$ cat config.mk
export PLATFORM = sky130hd
export DESIGN_NAME = floor_display_pulse_encoder
export DESIGN_NICKNAME = d
export VERILOG_FILES = /design/src/sv/fdpe_pkg.sv /design/src/sv/fdpe_in_stage.sv /design/src/sv/fdpe_chip_gen.sv /design/src/sv/floor_display_pulse_encoder.sv
export VERILOG_INCLUDE_DIRS = /design/src /design/src/sv
export SDC_FILE = /design/constraint.sdc
export NUM_CORES = 1
export LEC_CHECK = 0
export ABC_AREA = 1
export ABC_CLOCK_PERIOD_IN_PS = 4900
export BUFFER_PORTS_ARGS = -buffer_cell sky130_fd_sc_hd__buf_2
export CAP_MARGIN = 0
export CORE_ASPECT_RATIO = 1.4
export CORE_MARGIN = 4
export CORE_UTILIZATION = 54
export CTS_CLUSTER_SIZE = 20
export DETAILED_ROUTE_END_ITERATION = 10
export GPL_TIMING_DRIVEN = 1
export PLACE_DENSITY = 0.87
export SLEW_MARGIN = 30
export SYNTH_ARGS = -nofsm -noshare
export SYNTH_HDL_FRONTEND = slang
export SYNTH_HIERARCHICAL = 1
export SYNTH_SLANG_ARGS = --single-unit
$ cat constraint.sdc
create_clock -name i_clk -period 4.9 [get_ports i_clk]
set_input_delay 0.49 -clock i_clk [delete_from_list [all_inputs] [get_ports i_clk]]
set_output_delay 0.49 -clock i_clk [all_outputs]
set_load 0.01 [all_outputs]
$ cat src/sv/floor_display_pulse_encoder_macros.svh
`ifndef FLOOR_DISPLAY_PULSE_ENCODER_MACROS_SVH
`define FLOOR_DISPLAY_PULSE_ENCODER_MACROS_SVH

// same-cycle implication, checked only out of reset
`define FDPE_ASSERT_NOW(lbl, ante, cons) \
    lbl: assert property (@(posedge i_clk) disable iff (!i_rst_n) (ante) |-> (cons)) \
        else $error("fdpe check failed");

// next-cycle implication, checked only out of reset
`define FDPE_ASSERT_NEXT(lbl, ante, cons) \
    lbl: assert property (@(posedge i_clk) disable iff (!i_rst_n) (ante) |=> (cons)) \
        else $error("fdpe check failed");

`endif

$ cat src/sv/fdpe_pkg.sv
package fdpe_pkg;

    localparam int unsigned POS_W      = 7;
    localparam int unsigned DIR_W      = 3;
    localparam int unsigned SYM_W      = 5;
    localparam int unsigned FRAME_W    = 13;
    localparam int unsigned BIT_IDX_W  = 4;
    localparam int unsigned CHIP_IDX_W = 3;
    localparam int unsigned IN_DATA_W  = 16;
    localparam int unsigned OUT_DATA_W = 8;

    localparam logic [SYM_W-1:0] SYM_S     = 5'd22;
    localparam logic [SYM_W-1:0] SYM_L     = 5'd19;
    localparam logic [SYM_W-1:0] SYM_T     = 5'd12;
    localparam logic [SYM_W-1:0] SYM_BLANK = 5'd10;

    localparam logic [BIT_IDX_W-1:0]  PHASE_HIGH     = 4'd13;
    localparam logic [BIT_IDX_W-1:0]  PHASE_LOW      = 4'd14;
    localparam logic [CHIP_IDX_W-1:0] LAST_BIT_CHIP  = 3'd3;
    localparam logic [CHIP_IDX_W-1:0] LAST_TRL_CHIP  = 3'd4;

    localparam logic FUNC_UPDATE = 1'b0;
    localparam logic FUNC_TICK   = 1'b1;

    typedef struct packed {
        logic             func;
        logic [POS_W-1:0] position;
        logic [DIR_W-1:0] direction;
    } t_item;

    // tens by reciprocal multiply, exact for all 7-bit values
    function automatic logic [FRAME_W-1:0] build_frame(
        input logic [POS_W-1:0] pos,
        input logic [DIR_W-1:0] dir
    );
        logic [14:0]      prod;
        logic [3:0]       tens_d;
        logic [POS_W-1:0] units_d;
        logic [SYM_W-1:0] tens;
        logic [SYM_W-1:0] units;
        prod    = 15'(pos) * 15'd205;
        tens_d  = prod[14:11];
        units_d = pos - (7'(tens_d) * 7'd10);
        if (pos == 7'd0) begin
            tens  = SYM_BLANK;
            units = SYM_T;
        end else if (pos == 7'd1) begin
            tens  = SYM_S;
            units = SYM_L;
        end else if (pos < 7'd10) begin
            tens  = SYM_BLANK;
            units = pos[SYM_W-1:0];
        end else begin
            tens  = SYM_W'(tens_d);
            units = units_d[SYM_W-1:0];
        end
        return {dir, tens, units};
    endfunction

endpackage

$ cat src/sv/fdpe_in_stage.sv
module fdpe_in_stage (
    input  logic           i_clk,
    input  logic           i_rst_n,
    input  logic           i_valid,
    output logic           o_ready,
    input  fdpe_pkg::t_item i_item,
    output logic           o_valid,
    input  logic           i_ready,
    output fdpe_pkg::t_item o_item
);

    logic            r_valid;
    logic            n_valid;
    fdpe_pkg::t_item r_item;

    assign o_ready = !r_valid || i_ready;
    assign n_valid = (i_valid && o_ready) || (r_valid && !i_ready);

    always_ff @(posedge i_clk) begin
        if (!i_rst_n) begin
            r_valid <= 1'b0;
        end else begin
            r_valid <= n_valid;
        end
    end

    always_ff @(posedge i_clk) begin
        if (i_valid && o_ready) begin
            r_item <= i_item;
        end
    end

    assign o_valid = r_valid;
    assign o_item  = r_item;

endmodule

$ cat src/sv/fdpe_chip_gen.sv
`include "floor_display_pulse_encoder_macros.svh"

module fdpe_chip_gen (
    input  logic            i_clk,
    input  logic            i_rst_n,
    input  logic            i_valid,
    output logic            o_ready,
    input  fdpe_pkg::t_item i_item,
    output logic            o_valid,
    input  logic            i_ready,
    output logic            o_level,
    output logic            o_end
);

    logic [fdpe_pkg::POS_W-1:0]      r_pos;
    logic [fdpe_pkg::DIR_W-1:0]      r_dir;
    logic [fdpe_pkg::FRAME_W-1:0]    r_frame;
    logic [fdpe_pkg::BIT_IDX_W-1:0]  r_bit_idx;
    logic [fdpe_pkg::CHIP_IDX_W-1:0] r_chip_idx;
    logic                            r_out_valid;
    logic                            r_out_level;
    logic                            r_out_end;

    logic [fdpe_pkg::FRAME_W-1:0]    n_frame;
    logic [fdpe_pkg::BIT_IDX_W-1:0]  n_bit_idx;
    logic [fdpe_pkg::CHIP_IDX_W-1:0] n_chip_idx;
    logic                            n_out_valid;
    logic                            n_level;
    logic                            n_end;

    logic [fdpe_pkg::BIT_IDX_W-1:0]  bi;
    logic [fdpe_pkg::CHIP_IDX_W-1:0] ci;
    logic                            take;
    logic                            tick;
    logic                            upd;
    logic                            cur_bit;

    assign o_ready = !r_out_valid || i_ready;
    assign take    = i_valid && o_ready;
    assign tick    = take && (i_item.func == fdpe_pkg::FUNC_TICK);
    assign upd     = take && (i_item.func == fdpe_pkg::FUNC_UPDATE);

    always_comb begin
        bi = r_bit_idx;
        ci = r_chip_idx;
        // out-of-range index restarts the frame
        if (r_bit_idx > fdpe_pkg::PHASE_LOW) begin
            bi = '0;
            ci = '0;
        end
        n_frame = r_frame;
        if (bi == '0 && ci == '0) begin
            n_frame = fdpe_pkg::build_frame(r_pos, r_dir);
        end
        cur_bit    = (bi < 4'(fdpe_pkg::FRAME_W)) ? n_frame[bi] : 1'b0;
        n_end      = 1'b0;
        n_bit_idx  = bi;
        n_chip_idx = ci;
        if (bi < 4'(fdpe_pkg::FRAME_W)) begin
            n_level = (ci == '0) || (!cur_bit && ci < fdpe_pkg::LAST_BIT_CHIP);
            if (ci >= fdpe_pkg::LAST_BIT_CHIP) begin
                n_chip_idx = '0;
                n_bit_idx  = bi + 4'd1;
            end else begin
                n_chip_idx = ci + 3'd1;
            end
        end else begin
            n_level = (bi == fdpe_pkg::PHASE_HIGH);
            if (ci >= fdpe_pkg::LAST_TRL_CHIP) begin
                n_chip_idx = '0;
                if (bi == fdpe_pkg::PHASE_LOW) begin
                    n_bit_idx = '0;
                    n_end     = 1'b1;
                end else begin
                    n_bit_idx = fdpe_pkg::PHASE_LOW;
                end
            end else begin
                n_chip_idx = ci + 3'd1;
            end
        end
    end

    assign n_out_valid = tick || (r_out_valid && !i_ready);

    always_ff @(posedge i_clk) begin
        if (!i_rst_n) begin
            r_pos       <= '0;
            r_dir       <= '0;
            r_frame     <= '0;
            r_bit_idx   <= '0;
            r_chip_idx  <= '0;
            r_out_valid <= 1'b0;
        end else begin
            r_out_valid <= n_out_valid;
            if (upd) begin
                r_pos <= i_item.position;
                r_dir <= i_item.direction;
            end
            if (tick) begin
                r_frame    <= n_frame;
                r_bit_idx  <= n_bit_idx;
                r_chip_idx <= n_chip_idx;
            end
        end
    end

    always_ff @(posedge i_clk) begin
        if (tick) begin
            r_out_level <= n_level;
            r_out_end   <= n_end;
        end
    end

    assign o_valid = r_out_valid;
    assign o_level = r_out_level;
    assign o_end   = r_out_end;

    `FDPE_ASSERT_NOW(a_bit_range, 1'b1, r_bit_idx <= fdpe_pkg::PHASE_LOW)
    `FDPE_ASSERT_NOW(a_chip_range, 1'b1, r_chip_idx <= fdpe_pkg::LAST_TRL_CHIP)
    `FDPE_ASSERT_NOW(a_end_low, r_out_valid && r_out_end, !r_out_level)
    `FDPE_ASSERT_NEXT(a_end_restart, tick && n_end, r_bit_idx == '0 && r_chip_idx == '0)
    `FDPE_ASSERT_NEXT(a_upd_silent, upd, !r_out_valid)

endmodule

$ cat src/sv/floor_display_pulse_encoder.sv
// one-wire floor indicator encoder: an update item (tuser 0) stores a position and direction,
// a tick item (tuser 1) yields one line chip on the master side, with tlast on the 62nd chip
// of each frame; position and direction are latched at each frame start, so updates land on
// the next frame; one item is taken every cycle while the master side does not stall, and
// each tick's chip passes through the input register and then the chip register
module floor_display_pulse_encoder (
    input  logic        i_clk,
    input  logic        i_rst_n,
    input  logic        i_s_tvalid,
    output logic        o_s_tready,
    input  logic [15:0] i_s_tdata,  // position[6:0], direction[9:7], zero pad
    input  logic        i_s_tuser,  // func
    output logic        o_m_tvalid,
    input  logic        i_m_tready,
    output logic [7:0]  o_m_tdata,  // line_level[0], zero pad
    output logic        o_m_tlast
);

    fdpe_pkg::t_item in_item;
    fdpe_pkg::t_item st_item;
    logic            st_valid;
    logic            st_ready;
    logic            level;

    assign in_item.func      = i_s_tuser;
    assign in_item.position  = i_s_tdata[fdpe_pkg::POS_W-1:0];
    assign in_item.direction = i_s_tdata[fdpe_pkg::POS_W +: fdpe_pkg::DIR_W];

    fdpe_in_stage u_in_stage (
        .i_clk   (i_clk),
        .i_rst_n (i_rst_n),
        .i_valid (i_s_tvalid),
        .o_ready (o_s_tready),
        .i_item  (in_item),
        .o_valid (st_valid),
        .i_ready (st_ready),
        .o_item  (st_item)
    );

    fdpe_chip_gen u_chip_gen (
        .i_clk   (i_clk),
        .i_rst_n (i_rst_n),
        .i_valid (st_valid),
        .o_ready (st_ready),
        .i_item  (st_item),
        .o_valid (o_m_tvalid),
        .i_ready (i_m_tready),
        .o_level (level),
        .o_end   (o_m_tlast)
    );

    assign o_m_tdata = {7'b0, level};

endmodule

# ---- Yosys cells after proc, flatten, opt, wreduce, memory -nomap -nowiden
# Index checks and enable logic that the tools add are counted.
dict set report word_totals {
  ff_bits 45
  in_bits 21
  elab_cells 72
}
dict set report classes {
  addsub 3
  mul 2
  order_cmp 7
  eq_ne 3
  mux 21
  bitwise 2
  n_reduce_logical 22
}
# operator count
set op_table {}
lappend op_table {{5-bit two-way mux} 5}
lappend op_table {{4-bit two-way mux} 6}
lappend op_table {{7-bit by 8-bit multiplier with 15-bit output (second input constant)} 1}
lappend op_table {{13-bit two-way mux} 1}
lappend op_table {{3-bit two-way mux} 4}
lappend op_table {{4-bit equality test (second input constant)} 2}
lappend op_table {{1-bit logical AND} 8}
lappend op_table {{7-bit by 1-bit equality test with 1-bit output (second input constant)} 1}
lappend op_table {{7-bit zero test} 1}
lappend op_table {{7-bit by 4-bit < comparator with 1-bit output (second input constant)} 1}
lappend op_table {{1-bit zero test} 5}
lappend op_table {{1-bit logical OR} 5}
lappend op_table {{4-bit by 5-bit < comparator with 1-bit output (second input constant)} 1}
lappend op_table {{5-bit subtractor} 1}
lappend op_table {{4-bit by 1-bit adder with 4-bit output (second input constant)} 1}
lappend op_table {{1-bit binary-select mux with 4-bit select} 1}
lappend op_table {{4-bit > comparator (second input constant)} 1}
lappend op_table {{4-bit zero test} 1}
lappend op_table {{4-bit < comparator (second input constant)} 1}
lappend op_table {{4-bit by 3-bit multiplier with 4-bit output (second input constant)} 1}
lappend op_table {{1-bit two-way mux} 4}
lappend op_table {{3-bit by 1-bit adder with 3-bit output (second input constant)} 1}
lappend op_table {{3-bit by 2-bit >= comparator with 1-bit output (second input constant)} 1}
lappend op_table {{3-bit >= comparator (second input constant)} 1}
lappend op_table {{4 further kinds} 5}

# ---- Logic depth before layout (Yosys ltp)
# Gate-level depths: netlist of run 1.
dict set report depth {
  depth_word 14
  ltp_mapped 33
}

# ---- By module
# Netlist of run 1, hierarchy kept.
# mod instances cells_per_inst area_per_inst_um2 seq_area_each_um2
set by_module_without_submodules {}
lappend by_module_without_submodules {fdpe_chip_gen 1 431 3012.9 680.7}
lappend by_module_without_submodules {fdpe_in_stage 1 18 381.6 350.3}
lappend by_module_without_submodules {floor_display_pulse_encoder 1 9 63.8 0.0}

# ---- Least setup slack after synthesis of run 1
# Ideal clock, no wire load.
dict set report synth_timing {
  path_kind {flip-flop to flip-flop}
  start {reg u_chip_gen/r_pos[4] in the netlist's numbering}
  end {reg u_chip_gen.r_out_level, in the netlist u_chip_gen/o_level (data pin)}
  setup_time_ps 255
  arrival_time_ps 4491
  path_slack_ps 153
  path_stages_with_launch 34
  n_path_buf 0
  cell_sequence {dfxtp_1 > inv_1 > ha_1 > fa_1 > ha_1 > inv_1 > fa_1 > inv_1 > ha_1 > inv_1 > nor2_1 > nand2_1 > nand2_1 > a21oi_1 > o21ai_0 > xor2_1 > inv_1 > ha_1 > inv_1 > ha_1 > nand2_1 > inv_1 > nand2_1 > nand2_1 > nand2_1 > nand3_1 > nand2_1 > nand2_1 > nand3_1 > nand3_1 > nand2_1 > nand2_1 > nand2_1 > a21oi_1}
}
dict set report synth_between {
  elab_chain_cells 14
  word_cells_on_any_way 20
}
# element line_no
set synth_lines {}
lappend synth_lines {{start, declared} fdpe_chip_gen.sv:15} ;# logic [fdpe_pkg::POS_W-1:0] r_pos;
lappend synth_lines {{start signal, assigned} fdpe_chip_gen.sv:96} ;# r_pos <= i_item.position;
lappend synth_lines {{7-bit by 8-bit multiplier with 15-bit output} fdpe_pkg.sv:41} ;# prod = 15'(pos) * 15'd205;
lappend synth_lines {{4-bit by 3-bit multiplier with 4-bit output} fdpe_pkg.sv:43} ;# units_d = pos - (7'(tens_d) * 7'd10);
lappend synth_lines {{5-bit subtractor} fdpe_pkg.sv:43}
lappend synth_lines {{5-bit two-way mux} fdpe_pkg.sv:50} ;# end else if (pos < 7'd10) begin
lappend synth_lines {{5-bit two-way mux} fdpe_pkg.sv:47} ;# end else if (pos == 7'd1) begin
lappend synth_lines {{5-bit two-way mux} fdpe_pkg.sv:44} ;# if (pos == 7'd0) begin
lappend synth_lines {{13-bit two-way mux *} fdpe_chip_gen.sv:52} ;# if (bi == '0 && ci == '0) begin
lappend synth_lines {{1-bit binary-select mux with 4-bit select *} fdpe_chip_gen.sv:55} ;# cur_bit = (bi < 4'(fdpe_pkg::FRAME_W)) ? n_frame[bi] : 1'b0;
lappend synth_lines {{1-bit two-way mux (implied by the code) *} fdpe_chip_gen.sv:55}
lappend synth_lines {{1-bit two-way mux *} fdpe_chip_gen.sv:55}
lappend synth_lines {{1-bit zero test *} fdpe_chip_gen.sv:60} ;# n_level = (ci == '0) || (!cur_bit && ci < fdpe_pkg::LAST_BIT_CHIP);
lappend synth_lines {{1-bit logical AND *} fdpe_chip_gen.sv:60}
lappend synth_lines {{1-bit logical OR *} fdpe_chip_gen.sv:60}
lappend synth_lines {{1-bit two-way mux *} fdpe_chip_gen.sv:59} ;# if (bi < 4'(fdpe_pkg::FRAME_W)) begin
lappend synth_lines {{named net u_chip_gen.n_level} fdpe_chip_gen.sv:28} ;# logic n_level;
lappend synth_lines {{end signal, assigned} fdpe_chip_gen.sv:109} ;# r_out_level <= n_level;
lappend synth_lines {{end, declared} fdpe_chip_gen.sv:21} ;# logic r_out_level;
# The timed path passes the listed nets; every way through them passes the cells marked *. The select of a mux whose other input is x is not followed.
# A chain may end at the register's enable or synchronous reset.

# ---- Final worst setup path of run 1
# Ends and elaborated chain as after synthesis.

==> results of run 1 <==
## state kept, by name (all words and copies together), names as in the netlist
signal,cells
u_chip_gen/r_pos,7
u_chip_gen/r_chip_idx,3
u_chip_gen/r_frame,13
u_in_stage/o_item,11
u_chip_gen/o_level,1
u_chip_gen/o_end,1
u_chip_gen/r_dir,3
u_chip_gen/o_valid,1
u_chip_gen/r_bit_idx,4
u_in_stage/o_valid,1
## layout make-up
cell class                      instances  area share [%]
Clock buffer                            5           1.633
Clock inverter                          3           1.188
Inverter                               92           8.254
Multi-Input combinational cell        310           55.67
Sequential cell                        45           24.70
Tap cell                               72           2.138
Timing Repair Buffer                   42           6.413
## power breakdown
group / switching (mW) / internal, mW
Clock: 0.133 / 0.156
Combinational: 0.180 / 0.130
Sequential: 0.00935 / 0.401
Total: 0.323 / 0.688
## worst paths after layout
| kind | endpoint |
|---|---|
| hold reg to reg | u_chip_gen/r_chip_idx[1] |
| setup / recovery | u_chip_gen/o_level |
| hold / removal | u_in_stage/o_item[9] |
| setup reg to reg | u_chip_gen/o_level |
## critical path: cells and delay by family, from the launching register on
family | cells | cell delay (ps)
adders and majority gates | 7 | 2230
and+or+nand+nor | 16 | 1040
buffers and inverters | 6 | 400
DFF | 1 | 360
AOI/OAI and AO/OA | 3 | 290
xor gates and xnor gates | 1 | 250
## metrics by stage
step	power (mW)	std cells	hold slack, ps
global route	1.071	569	339.1
finish	1.011	569	357.4
detailed placement	0.6542	555	464.3
CTS	0.9555	564	349.6
global placement	0.6436	555	445.2
floorplan	0.5919	464	423.7
## kinds of logic (layout without fill, tap and decap cells)
logic type | Yosys count | in the layout | synth area share [%]
buffers and inverters | 109 | 142 | 12.81
adders and majority gates | 56 | 56 | 22.00
AOI/OAI and AO/OA | 89 | 89 | 14.15
and+or+nand+nor | 152 | 152 | 19.61
DFF | 45 | 45 | 29.81
xor gates and xnor gates | 6 | 6 | 1.520
other | 1 | 7 | 0.1084
## routing by layer
layer  track usage (%)  wire length (µm)  vias to the layer above
li1                  -                 -                     1548
met1             21.30              3022                     1447
met2             39.59              4678                       86
met3             2.829               247                       38
met4             11.57               482                        0
met5                 0                 0                        -
## cell usage in the layout, fill, tap and decap left out, drive strengths merged
| master | count |
|---|---|
| bufinv | 1 |
| a22oi | 1 |
| a21oi | 38 |
| o21ai | 35 |
| inv | 92 |
| nand3 | 27 |
| xor2 | 3 |
| nand3b | 3 |
| nor2 | 30 |
| buf | 42 |
| nand4 | 4 |
| o22ai | 4 |
| or2 | 2 |
| a221oi | 2 |
| a31oi | 1 |
| o211ai | 7 |
| ha | 48 |
| and3 | 1 |
| nor3 | 4 |
| dfxtp | 32 |
| clkinv | 2 |
| and2 | 2 |
| xnor2 | 3 |
| fa | 8 |
| a21o | 1 |
| clkbuf | 5 |
| conb | 7 |
| edfxtp | 13 |
| nand2 | 79 |
## timing repair
item                                    CTS  global route
resized for setup                        15            55
endpoints found under the setup margin    3             3
endpoints found under the hold margin     0             0
buffers inserted                          1             5
pin swaps                                 6            29
==> impl_results.md, run 1 <==
* Run status: finished, final reports clean
* CP Launch Point: u_chip_gen/r_pos[4]
* H-tree depth at 2
* Logic depth of the worst register-to-register path at 33
* Startpoint class of the critical path: flip-flop
* Proportion of netlist area held by the largest area contributor at a little under a fifth
* Final instance area at around 4200 µm²
* Routed vias at ~3,100
* Placed Area at between 3000 and 4000 µm²
* Worst slack at placement at -239.8 ps
* Die Y at between 100 and 150 µm
* Reg clk slew, reported paths at roughly 90 ps
* Cell row count at 34
* Slack of the worst reg-to-reg path at 90 ps
* Min-Delay Path Depth at 1
* Number of filler instances in the final layout at between 400 and 500
* Core footprint at 6211 µm²
* Slowest cell on the critical path: sky130_fd_sc_hd__fa_1
* DRC violations left at 0
* Main synth FF type: sky130_fd_sc_hd__dfxtp_1
* Router iterations before antenna repair at 4
* Total number of clock tree sinks at between 40 and 50
* Number of buffers created by CTS at 5
* Post-Syn Instances at between 400 and 500
* Highest ir drop seen on vdd at 0.0002356 V
* Hold Path Class: in -> reg
* Cell with the most instances after synthesis: sky130_fd_sc_hd__inv_1
* Flip-flop and latch count after synthesis at 45
* Largest driver fanout on the critical path at 3
* Total power density per cell area at 239.9 nW/µm²
* Total Wirelength at 8.431 mm
* Post-layout worst setup margin at between 80 and 90 ps
* Launch instance of the worst register-to-register path: u_chip_gen/r_pos[4]
* Pin count of the biggest net entering global routing at 23
* Arr. time, crit path at 4870 ps
* Launch point of the worst hold path: i_s_tdata[6]
* Total of endpoints with negative setup slack in the final report at 0
* Unrepaired setup endpoints after global routing: yes
* Delay of the slowest cell on the worst path at between 400 and 500 ps
* Reported max-cap violation count at 0
* Via count of the first global-routing pass at approximately 3,100
* Hold buffer count at CTS at 0
* Initial core utilization at a little under three fifths
* Share of the yosys chip area belonging to registers at just under 30%
* Setup TNS at 0 ps
* DRT antenna net count at 0
* Number of hold violations in the final report at 0
* Post-route minimum period at ~4800 ps
* Async SR Flop Fraction at 0%
* Number of unique standard cell types used by synthesis at 34
* Fraction of the cycle the final worst path needs at between 90 and 100%
* Die Footprint at a little under 8000 µm²
* Largest buffer count on any clock path at 2
* Worst endpoint required time at ~5000 ps
* Global-route wire length before repair at approximately 13 mm
* Cell area after technology mapping at ~3500 µm²
* WS Path Type: reg -> reg
* Clock latency of the later-clocked register in the worst-skew pair at 300 ps
* Count of antenna diodes in the layout at 0
* Total of warnings raised by yosys at 6
* Max-slew violation total from the final report at 0
* Post-detailed-route via-to-cell ratio at ~5.5
* X dimension of the die at about 76 µm
* Routed WL per cell at between 10 and 15 µm
* Most area-consuming cells after synthesis: sky130_fd_sc_hd__dfxtp_1, sky130_fd_sc_hd__ha_1, sky130_fd_sc_hd__edfxtp_1
* Library cell used as clock root buffer: sky130_fd_sc_hd__clkbuf_8
* Area taken by flip-flops and latches at ~1000 µm²
* Fmax at 207.7 MHz
* IO Count at 32
* Static leakage at 2.062 nW
* Area of the multi-input gates at 2346 µm²
* Sum of net half-perimeters after detailed placement at around 5.7 mm
* Quantity of I/O buffers inserted on ports at 18
* Number of antenna violations at the first check in global routing at 0
* Share of final-layout standard cells stronger than drive strength 1 at ~25%
* Total number of nets in the final design at approximately 570
* Slew at the pin closest to its max-slew limit at between 600 and 700 ps
* CTS tree: yes
* Crit-path most repeated cell: sky130_fd_sc_hd__nand2_1
* Iter 0 DRT Violations at approximately 130
* Fraction of the core area covered by cells at the end of the flow at 67.85%
* Final Wtd Congestion at a little over 0.9
* Layout Area Growth over Synthesis at 21.85%
* Headroom to the max-slew limit at 53.21%
* Total track usage at between 20% and 30%
* Worst setup EP type: flip-flop
* Final clock skew at 8.274 ps
* Syn_area_per_cell at 7.551 µm²
* Largest area contributor in the synthesized netlist: sky130_fd_sc_hd__dfxtp_1
* Most numerous cell types in the synthesized netlist: sky130_fd_sc_hd__inv_1, sky130_fd_sc_hd__nand2_1, sky130_fd_sc_hd__ha_1
* Post-synth EDFFs at 13
* Overall overflow remaining after global route at 0
Power figures use the tool's default switching activity.
==> run 2, diff against run 1 <==
--- a/config.mk
+++ b/config.mk
@@ -10,13 +10,15 @@
 export ABC_CLOCK_PERIOD_IN_PS = 4900
 export BUFFER_PORTS_ARGS = -buffer_cell sky130_fd_sc_hd__buf_2
 export CAP_MARGIN = 0
+export CELL_PAD_IN_SITES_DETAIL_PLACEMENT = 2
+export CELL_PAD_IN_SITES_GLOBAL_PLACEMENT = 2
 export CORE_ASPECT_RATIO = 1.4
 export CORE_MARGIN = 4
-export CORE_UTILIZATION = 54
+export CORE_UTILIZATION = 32
 export CTS_CLUSTER_SIZE = 20
 export DETAILED_ROUTE_END_ITERATION = 10
 export GPL_TIMING_DRIVEN = 1
-export PLACE_DENSITY = 0.87
+export PLACE_DENSITY = 0.88
 export SLEW_MARGIN = 30
 export SYNTH_ARGS = -nofsm -noshare
 export SYNTH_HDL_FRONTEND = slang
==> impl_results.md, run 2 (synthesized netlist as in run 1, its figures left out) <==
* Number of antenna violations at the first check in global routing at 0 (unchanged)
* Crit-path most repeated cell: sky130_fd_sc_hd__ha_4
* Most common library cell in the layout ignoring fill and taps: sky130_fd_sc_hd__inv_1
* Die Footprint at 12,560 µm² (+62%)
* Count of antenna diodes in the layout at 0 (unchanged)
* Slew at the pin closest to its max-slew limit at 960.8 ps (+260.9 ps)
* CTS tree: yes
* Highest ir drop seen on vdd at 0.0001989 V (-16%)
* Fmax at 193.7 MHz (-6.7%)
* Iter 0 DRT Violations at 128 (+1.6%)
* Run status: finished with violations
* Clock latency of the later-clocked register in the worst-skew pair at 290 ps (about the same)
* Post-route minimum period at 5162 ps (+347.9 ps)
* Library cell used as clock root buffer: sky130_fd_sc_hd__clkbuf_16
* Overall power consumption at 1.219 mW (+21%)
* Total power density per cell area at 260.6 nW/µm² (+8.7%)
* Hold Worst Slack at 370.6 ps (+13.27 ps)
* Global-route wire length before repair at 22.96 mm (+79%)
* Hold buffer count at CTS at 0 (unchanged)
* Fraction of the core area covered by cells at the end of the flow at 44.70% (-23 points)
* WS Path Type: reg -> reg
* Pin count of the biggest net entering global routing at 23 (unchanged)
* Number of hold violations in the final report at 0 (unchanged)
* X dimension of the die at 95.86 µm (+27%)
* Die Y at 131.0 µm (+28%)
* Quantity of I/O buffers inserted on ports at 18 (unchanged)
* Overall overflow remaining after global route at 0 (unchanged)
* Via count of the first global-routing pass at 4,083 (+30%)
* Setup TNS at -517.3 ps (-517.3 ps)
* Arr. time, crit path at 5310 ps (+440 ps)
* Post-layout worst setup margin at -261.7 ps (-347.9 ps)
* Total number of clock tree sinks at 45 (unchanged)
* Placed Area at 3819 µm² (+3.2%)
* Routed WL per cell at 24.49 µm (+65%)
* Failing checks: setup timing
* Router iterations before antenna repair at 4 (unchanged)
* Worst endpoint required time at 5050 ps (+100 ps)
* Highest-count cells in the layout ignoring fill and taps: sky130_fd_sc_hd__inv_1, sky130_fd_sc_hd__nand2_1, sky130_fd_sc_hd__buf_4
* CP Launch Point: u_chip_gen/r_pos[4]
* Delay of the slowest cell on the worst path at 530 ps (+40 ps)
* Slowest cell on the critical path: sky130_fd_sc_hd__fa_1
* Cell row count at 44 (+29%)
* IO Count at 32 (unchanged)
* Area of the multi-input gates at 2587 µm² (+10%)
* Largest driver fanout on the critical path at 3 (unchanged)
* H-tree depth at 2 (unchanged)
* Sum of net half-perimeters after detailed placement at 9.224 mm (+61%)
* Total track usage at 24.91% (+4.0 points)
* Layout Area Growth over Synthesis at 35.20%
* Unrepaired setup endpoints after global routing: yes
* Largest buffer count on any clock path at 2 (unchanged)
* Number of flip-flops under the largest register name at 13 (unchanged)
* Launch point of the worst hold path: i_s_tdata[9]
* Register with the highest flop count: u_chip_gen/r_frame
* Startpoint class of the critical path: flip-flop
* Headroom to the max-slew limit at 35.71% (-18 points)
* Core footprint at 10,460 µm² (+68%)
* Post-detailed-route via-to-cell ratio at 5.421 (-1.1%)
* Reg clk slew, reported paths at 70 ps (-20 ps)
* Fraction of the cycle the final worst path needs at 105.3% (+7.1 points)
* Non-filler instance count after layout at 646 (+14%)
* Total Wirelength at 15.82 mm (+88%)
* Final clock skew at 8.827 ps (+0.5530 ps)
* Total of endpoints with negative setup slack in the final report at 3 (+3)
* DRT antenna net count at 0 (unchanged)
* Worst setup EP type: flip-flop
* Number of filler instances in the final layout at 1,166 (+150%)
* Area taken by flip-flops and latches at 1042 µm² (+0.12%)
* Total number of nets in the final design at 584 (+1.9%)
* Final Wtd Congestion at 0.8644 (-6.5%)
* Launch instance of the worst register-to-register path: u_chip_gen/r_pos[4]
* Final instance area at 4676 µm² (+11%)
* Routed vias at 3,502 (+12%)
* Placed Instances at 626 (+13%)
* Reported max-cap violation count at 0 (unchanged)
* Initial core utilization at 33.06% (-23 points)
* Hold Path Class: in -> reg
* Max-slew violation total from the final report at 0 (unchanged)
* DRC violations left at 0 (unchanged)
* Static leakage at 2.188 nW (+6.1%)
* Number of buffers created by CTS at 5 (unchanged)
* Worst slack at placement at -431.0 ps (-191.2 ps)
* Share of final-layout standard cells stronger than drive strength 1 at 34.45% (+9.5 points)
-- run 2: changes by cell type in the layout (fill, tap and decap cells not counted), moves of 4 or more --
cell / previous run / this run
sky130_fd_sc_hd__clkbuf_8: 5 / 1
sky130_fd_sc_hd__buf_4: 24 / 32
sky130_fd_sc_hd__nand3_2: 7 / 14
sky130_fd_sc_hd__nand3_1: 20 / 10
sky130_fd_sc_hd__nand2_1: 69 / 58
sky130_fd_sc_hd__a21oi_1: 32 / 28
sky130_fd_sc_hd__clkbuf_16: 0 / 5
sky130_fd_sc_hd__ha_1: 32 / 26
sky130_fd_sc_hd__nand2_2: 9 / 15
sky130_fd_sc_hd__nand2_4: 1 / 6
-- run 2: area by class of cell --
type                    instances  share of cell area, %
clock buffers                   6                  2.970
clock inverters                 2                 0.3746
inverters                      92                  7.546
multi-input cells             310                  55.34
flip-flops and latches         45                  22.29
well taps                     138                  3.693
repair buffers                 53                  7.787
-- run 2: power by group --
group / switching, mW / internal, mW
Clock: 0.153 / 0.206
Combinational: 0.272 / 0.173
Sequential: 0.0132 / 0.402
-- run 2: final timing paths --
path,end,slack (ps),depth (start not counted)
max,u_chip_gen/o_level,-260,30
min,u_in_stage/o_item[2],370,1
max reg2reg,u_chip_gen/o_level,-260,30
min reg2reg,u_chip_gen/r_dir[2],470,2
-- run 2: critical path: cells and delay by family (launching register included) --
kind	cells	cell delay, ps
buf+inv	6	360
simple gates	9	810
compound gates	7	870
fa+ha+maj	7	2260
flops	1	390
xor+xnor	1	340
-- run 2: routing by layer --
layer | global-route usage, % | vias to the layer above | share of wire (%)
met3 | 3.780 | 55 | 2.5
met5 | 0 | - | 0
met4 | 17.00 | 0 | 6.9
met2 | 50.08 | 102 | 58
li1 | - | 1568 | -
met1 | 21.67 | 1777 | 32
-- run 2: repair_timing --
action / in CTS / in global routing
pin swaps: 39 / 41
gates resized for setup: 76 / 53
endpoints found under the setup margin: 4 / 3
setup buffers: 10 / 5
==> run 3, diff against run 2 <==
--- a/config.mk
+++ b/config.mk
@@ -14,12 +14,13 @@
 export CELL_PAD_IN_SITES_GLOBAL_PLACEMENT = 2
 export CORE_ASPECT_RATIO = 1.4
 export CORE_MARGIN = 4
-export CORE_UTILIZATION = 32
+export CORE_UTILIZATION = 30
+export CTS_BUF_LIST = sky130_fd_sc_hd__clkbuf_8
 export CTS_CLUSTER_SIZE = 20
 export DETAILED_ROUTE_END_ITERATION = 10
 export GPL_TIMING_DRIVEN = 1
-export PLACE_DENSITY = 0.88
-export SLEW_MARGIN = 30
+export PLACE_DENSITY = 0.84
+export SLEW_MARGIN = 20
 export SYNTH_ARGS = -nofsm -noshare
 export SYNTH_HDL_FRONTEND = slang
 export SYNTH_HIERARCHICAL = 1
==> impl_results.md, run 3 (synthesized netlist as in run 1, its figures left out) <==
* Hold Path Class: in -> reg
* Part of the power in the clock network at 23.8% (-5.6 points)
* Number of flip-flops under the largest register name at 13 (unchanged)
* Global routing usage on met3 at 2.171% (-1.6 points)
* Die Footprint at 13,330 µm² (+6.2%)
* Slew at the pin closest to its max-slew limit at 816.5 ps (-144.3 ps)
* Net load switching power at 395.0 µW (-9.8%)
* Met1 Track Usage GR at 18.12% (-3.6 points)
* WS Path Type: reg -> reg
* Worst endpoint required time at 4970 ps (-80 ps)
* Reported max-cap violation count at 0 (unchanged)
* Library cell used as clock root buffer: sky130_fd_sc_hd__clkbuf_8
* Logic depth of the worst register-to-register path at 27 (-10%)
* Fraction of the core area covered by cells at the end of the flow at 39.57% (-5.1 points)
* Via count of the first global-routing pass at 3,901 (-4.5%)
* Total Wirelength at 14.13 mm (-11%)
* Max-slew violation total from the final report at 0 (unchanged)
* Share of final-layout standard cells stronger than drive strength 1 at 30.00% (-4.4 points)
* Sum of net half-perimeters after detailed placement at 8.845 mm (-4.1%)
* Startpoint class of the critical path: flip-flop
* Largest driver fanout on the critical path at 3 (unchanged)
* Largest buffer count on any clock path at 2 (unchanged)
* Final Wtd Congestion at 0.8428 (-2.5%)
* Slowest cell on the critical path: sky130_fd_sc_hd__fa_2
* Sequential group share of total power at 39.1% (+5.0 points)
* Termination of the worst setup path: u_chip_gen/o_level
* Delay of the slowest cell on the worst path at 470 ps (-60 ps)
* Die Y at 135.0 µm (+3.1%)
* Reg-to-reg endpoint: u_chip_gen/o_level
* H-tree depth at 2 (unchanged)
* Highest ir drop seen on vdd at 0.0001734 V (-13%)
* Number of hold violations in the final report at 0 (unchanged)
* Number of filler instances in the final layout at 1,278 (+9.6%)
* Number of buffers created by CTS at 5 (unchanged)
* Launch point of the worst hold path: i_s_tdata[9]
* Global-route wire length before repair at 20.52 mm (-11%)
* DRC violations left at 0 (unchanged)
* Clock latency of the later-clocked register in the worst-skew pair at 330 ps (+40 ps)
* Slack of the worst reg-to-reg path at -100 ps (+160 ps)
* CP Launch Point: u_chip_gen/r_pos[1]
* Total number of nets in the final design at 586 (+0.34%)
* Final clock skew at 15.38 ps (+6.555 ps)
* Number of antenna violations at the first check in global routing at 0 (unchanged)
* Failing checks: setup timing
* Total number of clock tree sinks at 45 (unchanged)
* Cell row count at 46 (+4.5%)
* Hold buffer count at CTS at 0 (unchanged)
* Layout Area Growth over Synthesis at 29.09%
* Total of endpoints with negative setup slack in the final report at 2 (-1)
* IO Count at 32 (unchanged)
* Router iterations before antenna repair at 5 (+1)
* Post-layout worst setup margin at -103.8 ps (+157.9 ps)
* Routed WL per cell at 21.60 µm (-12%)
* Worst setup EP type: flip-flop
* Launch instance of the worst register-to-register path: u_chip_gen/r_pos[1]
* Iter 0 DRT Violations at 101 (-21%)
* Fraction of the cycle the final worst path needs at 102.1% (-3.2 points)
* Crit-path most repeated cell: sky130_fd_sc_hd__nand2_1
* Routed vias at 3,383 (-3.4%)
* CTS tree: yes
* Total track usage at 19.86% (-5.0 points)
* Total power density per cell area at 237.1 nW/µm² (-9.0%)
* Arr. time, crit path at 5080 ps (-230 ps)
* Highest-count cells in the layout ignoring fill and taps: sky130_fd_sc_hd__inv_1, sky130_fd_sc_hd__nand2_1, sky130_fd_sc_hd__buf_4
* Grt peak-use layer: met2
* Register with the highest flop count: u_chip_gen/r_frame
* Core footprint at 11,280 µm² (+7.8%)
* Reg clk slew, reported paths at 100 ps (+30 ps)
* Worst slack at placement at -360.0 ps (+71.03 ps)
* Global-route met2 utilization at 41.70% (-8.4 points)
* Post-detailed-route via-to-cell ratio at 5.173 (-4.6%)
* Run status: finished with violations
* Fmax at 199.8 MHz (+3.2%)
* Area taken by flip-flops and latches at 1040 µm² (-0.24%)
* Cell-internal power at 663.5 µW (-15%)
* Headroom to the max-slew limit at 45.42% (+9.7 points)
* Static leakage at 2.115 nW (-3.3%)
* Unrepaired setup endpoints after global routing: yes
* Initial core utilization at 30.66% (-2.4 points)
* Pin count of the biggest net entering global routing at 23 (unchanged)
* Post-route minimum period at 5004 ps (-157.9 ps)
* Comb power frac at 37.1% (+0.6 points)
* Most common library cell in the layout ignoring fill and taps: sky130_fd_sc_hd__inv_1
* Quantity of I/O buffers inserted on ports at 18 (unchanged)
* Area of the multi-input gates at 2432 µm² (-6.0%)
* Count of antenna diodes in the layout at 0 (unchanged)
* DRT antenna net count at 0 (unchanged)
* X dimension of the die at 98.74 µm (+3.0%)
* Switching share of total power at 37.32% (+1.4 points)
* Overall overflow remaining after global route at 0 (unchanged)
==> run 3: cell types whose count changed in the layout (fill, tap and decap cells not counted), sizes merged <==
cell / before / now
buf: 53 / 55
clkbuf: 6 / 5
clkinv: 2 / 3
==> run 3: worst min path at each step <==
stage	endpoint	slack (ps)	depth (start not counted)
floorplan	u_chip_gen/r_dir[2]	420	2
global placement	u_chip_gen/r_dir[2]	440	2
detailed placement	u_chip_gen/r_dir[2]	450	2
CTS	u_in_stage/o_item[0]	330	1
global route	u_in_stage/o_item[0]	330	1
finish	u_in_stage/o_item[2]	330	1
==> run 3: final cells by class <==
cell class | count | share of cell area, %
clock inverter | 3 | 0.4765
clock buffer | 5 | 1.541
tap | 144 | 4.036
timing repair buffer | 55 | 8.324
sequential | 45 | 23.29
inverter | 92 | 7.848
multi-input combinational | 310 | 54.48
==> run 3: layer usage <==
metal	part of all wire (%)	vias to the layer above	wire, µm
met5	0	-	0
met4	6.9	0	974
met3	2.0	57	278
met2	59	68	8339
met1	32	1683	4533
li1	-	1575	-
==> run 3: critical path, delay by kind of cell, from the launching register on <==
kind            cells  cell delay, ps
fa+ha+maj           6            2050
simple gates       12            1210
compound gates      5             620
buf+inv             4             450
flops               1             380
==> run 3: power by group through the flow <==
stage	Sequential, mW	Combinational (mW)	Clock (mW)
floorplan	0.419	0.173	0
global placement	0.418	0.240	0
detailed placement	0.420	0.263	0
CTS	0.412	0.313	0.253
global route	0.416	0.427	0.269
finish	0.414	0.393	0.252
==> run 3: timing repair <==
item	in CTS	in global routing
endpoints found under the setup margin	3	3
setup buffers	9	5
pin swaps	23	33
gates resized for setup	47	44
==> run 3: per-stage QoR <==
step           total power, mW  hold slack (ps)  setup TNS [ps]  instance area [µm²]  cells
2_1_floorplan           0.5919            423.7               0                 3481    464
3_3_place_gp            0.6581            442.2          -92.56                 3826    632
3_5_place_dp            0.6827            446.7          -504.5                 3826    632
4_1_cts                 0.9786            330.1               0                 4222    649
5_1_grt                  1.112            325.2          -676.0                 4464    654
6_report                 1.059            329.8          -168.6                 4464    654
